--- src/design/mci_pkg.sv ---
// Shared types and constants for the marker codeword identify unit.
// No dependencies; every other design file refers to it by scoped names.
`default_nettype none

package mci_pkg;

	localparam int MAX_ENTRIES_DEF = 4096;
	localparam int MAX_SIDE_DEF    = 8;
	localparam int MIN_SIDE        = 4;
	localparam int NUM_ROT         = 4;

	localparam int SIDE_W    = 4;
	localparam int ENTRIES_W = 13;
	localparam int LIMIT_W   = 5;
	localparam int CFG_W     = 13;
	localparam int CFG_IDX_W = 2;
	localparam int INDEX_W   = 12;
	localparam int CELLS_W   = 64;
	localparam int ROT_W     = 2;

	// request codes carried by req_type
	localparam logic REQ_LOAD  = 1'b0;
	localparam logic REQ_IDENT = 1'b1;

	// configuration register indexes
	localparam logic [CFG_IDX_W-1:0] REG_MARKER_SIDE      = 2'd0;
	localparam logic [CFG_IDX_W-1:0] REG_ACTIVE_ENTRIES   = 2'd1;
	localparam logic [CFG_IDX_W-1:0] REG_CORRECTION_LIMIT = 2'd2;

	typedef struct packed {
		logic [SIDE_W-1:0]    marker_side;
		logic [ENTRIES_W-1:0] active_entries;
		logic [LIMIT_W-1:0]   correction_limit;
	} cfg_t;

	// controller to datapath
	typedef struct packed {
		logic load;        // write the four rotations of the presented word
		logic start_scan;  // latch candidate, clear match record, rewind address
		logic issue;       // read one entry and advance the address
	} cmd_t;

	// datapath to controller
	typedef struct packed {
		logic no_entries;
		logic last_issue;
		logic pipe_empty;
	} sts_t;

endpackage

`default_nettype wire

--- src/design/mci_ctrl.sv ---
// Sequencing controller of the marker codeword identify unit.
// Depends on mci_pkg for the command and status structs.
`default_nettype none

module mci_ctrl (
	input  wire logic          clk,
	input  wire logic          arst_n,
	input  wire logic          start,
	input  wire logic          req_type,
	input  wire mci_pkg::sts_t sts,
	output mci_pkg::cmd_t      cmd,
	output logic               busy,
	output logic               done
);

	typedef enum logic [1:0] {
		ST_IDLE,
		ST_SCAN,
		ST_DRAIN
	} state_t;

	state_t state_q;
	logic   busy_q;
	logic   done_q;
	logic   accept;

	assign accept = start && !busy_q;

	always_comb begin
		cmd            = '0;
		cmd.load       = accept && (req_type == mci_pkg::REQ_LOAD);
		cmd.start_scan = accept && (req_type == mci_pkg::REQ_IDENT);
		cmd.issue      = (state_q == ST_SCAN);
	end

	always_ff @(posedge clk or negedge arst_n) begin
		if (!arst_n) begin
			state_q <= ST_IDLE;
			busy_q  <= 1'b0;
			done_q  <= 1'b0;
		end else begin
			done_q <= 1'b0;
			unique case (state_q)
				ST_IDLE: begin
					if (accept) begin
						if (req_type == mci_pkg::REQ_LOAD || sts.no_entries) begin
							done_q <= 1'b1;
						end else begin
							state_q <= ST_SCAN;
							busy_q  <= 1'b1;
						end
					end
				end
				ST_SCAN: begin
					if (sts.last_issue) begin
						state_q <= ST_DRAIN;
					end
				end
				ST_DRAIN: begin
					// wait for the last entry to leave the compare pipeline
					if (sts.pipe_empty) begin
						state_q <= ST_IDLE;
						busy_q  <= 1'b0;
						done_q  <= 1'b1;
					end
				end
				default: begin
					state_q <= ST_IDLE;
					busy_q  <= 1'b0;
				end
			endcase
		end
	end

	assign busy = busy_q;
	assign done = done_q;

endmodule

`default_nettype wire

--- config.mk ---
export PLATFORM = sky130hd
export DESIGN_NAME = mci_ctrl
export DESIGN_NICKNAME = d
export VERILOG_FILES = /design/src/design/mci_pkg.sv /design/src/design/mci_ctrl.sv
export SDC_FILE = /design/constraint.sdc
export NUM_CORES = 1
export LEC_CHECK = 0
export BUFFER_PORTS_ARGS = -buffer_cell sky130_fd_sc_hd__buf_2
export CAP_MARGIN = 40
export CORE_AREA = 2 2 39 41
export DETAILED_ROUTE_END_ITERATION = 7
export DIE_AREA = 0 0 41 43
export PLACE_DENSITY_LB_ADDON = 0.12
export SYNTH_ARGS = -nofsm -noshare
export SYNTH_HDL_FRONTEND = slang
export SYNTH_SLANG_ARGS = --single-unit
--- constraint.sdc ---
create_clock -name clk -period 1.2 [get_ports clk]
set_input_delay 0.06 -clock clk [delete_from_list [all_inputs] [get_ports clk]]
set_output_delay 0.06 -clock clk [all_outputs]
set_load 0.03 [all_outputs]
==> reports/results.md <==
### Status
- result of the run: finished clean

### Detailed routing
- first-pass iteration count of the detailed router: 2
- post-route DRC violation count: 0
- routed vias: 220
- DRC violation total after the first TritonRoute iteration: 3
- overall routed net length: 577 um
- via count normalized by instance count: 4.00
- Routed Antenna Nets: 0
- mean routed wirelength per cell: 10.5 um

### Synth
- net count after synthesis: 27
- ranking of synthesized cells by instance count: dfrtp_1 (4), inv_1 (3), nor2_1 (2)
- Yosys warnings: 0
- proportion of synthesized chip area in sequential cells: 44.4%
- area share of the largest cell type after synthesis: 44.4%
- area fraction in and, or, nand and nor cells after synthesis: 28.9%
- cells after synthesis: 20
- async set-reset flop share out of synthesis: 100%
- area fraction in compound gates after synthesis: 21.7%
- #FFs+latches synth: 4
- largest family of logic cells by synthesized area: simple AND/OR/NAND/NOR gates
- Synth cell types: 14
- top cell type by total area after synthesis: dfrtp_1
- most numerous cell in the Yosys netlist: dfrtp_1
- xor/xnor cell area share of the yosys netlist: 0%
- synthesized-area fraction occupied by adder cells: 0%
- predominant post-synthesis flop cell: dfrtp_1
- post-synthesis instance area: 225 um^2
- Post-synth EDFFs: 0
- Synth Area per Inst: 11.3 um^2
- Synth area leaders: dfrtp_1 (44%), o221ai_2 (6.7%), o2bb2ai_2 (6.7%)
- multiplexer area fraction after synthesis: 0%

### Global route
- residual overflow from global routing: 0
- overall fraction of global-route tracks in use: 8.76%
- vias in the first global route: 240
- first-pass GRT wire length: 952 um
- maximum number of pins on one net before global-route repair: 7
- initial antenna violation count: 0

### Finish
- share of final-layout standard cells stronger than drive strength 1: 64.1%
- Final Instance Area: 383 um^2
- number of filler cells placed in the layout: 158
- multi-input combinational cell area: 121 um^2
- count of inserted antenna diode cells: 0
- Nets: 48
- synthesis-to-finish area growth: 70.0%
- footprint of the flip-flops and latches: 100 um^2

### Worst setup path
- largest fanout of any net on the critical path: 3
- sort of element at the start of the critical path: flip-flop
- library cell contributing the largest single delay on the critical path: dfrtp_1
- nature of the critical path endpoint: primary output
- R2R cell count: 2
- Data arrival, critical path: 1100 ps
- delay contributed by the slowest stage of the critical path: 380 ps
- critical path class: reg -> out
- cell breakdown of the critical path: buf_6 > and2b_2 > buf_6
- required time of the critical path: 1140 ps
- critical path's most frequent cell: buf_6

### Floorplan
- initial core utilization: 16.3%
- area of the core: 1380 um^2
- x dimension of the die: 41 um
- I/O pin count: 12
- count of standard-cell rows: 14
- die area: 1760 um^2
- Vert. Die Dim: 43 um

### Timing
- post-layout minimum cycle time: 1160 ps
- fraction of the cycle the final worst path needs: 96.4%
- unrepaired setup endpoints after global routing: true
- highest clock frequency the design can meet: 864 MHz
- actual transition at the worst max-transition pin: 280 ps
- max_slew headroom: 81.1%
- tightest hold margin: 78.6 ps
- number of hold violations in the final report: 0
- final max-slew violation count: 0
- sum of negative setup slack: 0 ps
- count of final setup violators: 0
- Setup WS post-layout: 43.1 ps
- setup skew after layout: 1.83 ps

### Power and ir drop
- cell area power density: 851 nW/um^2
- maximum vdd ir drop: 316 uV
- leakage component of the power: 0.000210 uW

### Placement
- IO Port Bufs: 11
- Final GP Congestion: 0.736
- half-perimeter wire length after detailed placement: 470 um
- placed standard-cell area: 308 um^2
- pre-CTS WS: 64.8 ps

### Clock tree
- H-tree levels: 1
- clock buffers created by TritonCTS: 3
- clock-pin slew of the registers on the worst-case setup and hold paths: 40 ps
- clock tree from TritonCTS: built
- number of buffers on the longest clock path: 2
- cell chosen for the clock root: clkbuf_4
- CTS sink cnt: 4
- clock latency reported for the late side of the worst-skew pair: 230 ps

### Hold path
- Hold Crit Depth: 2
- Tightest Hold Check Type: in -> reg

### Flow run
- number of max-cap violations: 0

## metal layers
metal  track usage, %  vias up  wire [um]
li1                 -      111          -
met1             9.74       99        229
met2             11.3        8        270
met3             3.14        2         66
met4             10.0        0         11
met5                0        -          0
## logic make-up (layout without fill, tap and decap cells)
group | after synthesis | after routing
simple gates | 9 | 9
compound gates | 4 | 4
flops | 4 | 4
buf+inv | 3 | 22
## flip-flops by register name (all words and copies together), names as in the netlist
register / count
done: 1
state_q: 2
busy: 1
## cells in the final DEF, fill, tap and decap left out, drive strengths merged
cell | Yosys | final
a22o | 1 | 1
and2b | 1 | 1
and3 | 1 | 1
buf | 0 | 15
clkbuf | 0 | 3
dfrtp | 4 | 4
dlygate4sd3 | 0 | 1
inv | 3 | 3
nand2b | 1 | 1
nand3b | 1 | 1
nor2 | 2 | 2
nor2b | 1 | 1
o221ai | 1 | 1
o2bb2ai | 1 | 1
o41ai | 1 | 1
or3b | 1 | 1
or4b | 1 | 1
## what timing repair did
item	CTS	global route
hold buffers	1	0
resized for setup	4	1
endpoints found under the hold margin	4	0
setup buffers	1	2
endpoints found under the setup margin	2	2
## final timing paths
check	slack, ps	from	to
max in group asynchronous	910	arst_n	busy
max reg2reg	60	state_q[1]	busy
min reg2reg	540	state_q[0]	done
min in group asynchronous	170	arst_n	state_q[1]
max	40	state_q[1]	cmd[0]
min	80	sts[1]	state_q[1]
## final cells by class
type,count,area share [%]
sequential,4,26.1
multi-input combinational,13,31.7
inverter,3,2.94
clock buffer,3,5.88
timing repair buffer,16,28.1
tap,16,5.23
## stage by stage
stage	instances	util, %	power, uW
2_1_floorplan	20	-	148
3_3_place_gp	48	22.2	165
4_1_cts	53	26.0	338
5_1_grt	55	27.7	351
3_5_place_dp	48	22.2	164
6_report	55	27.7	326
## worst max-delay path: cells and delay by family (launching register included)
family | cells | cell delay [ps]
flip-flops | 1 | 380
AND/OR/NAND/NOR | 1 | 230
buffers and inverters | 2 | 250
## power breakdown
group	leakage (uW)	switching (uW)	internal, uW
combinational	0.000146	14.6	15.1
clock	0.0000138	49.1	111
sequential	0.0000507	0.000210	136
total	0.000210	63.7	262
No activity file was read; power rests on OpenSTA's default activity.
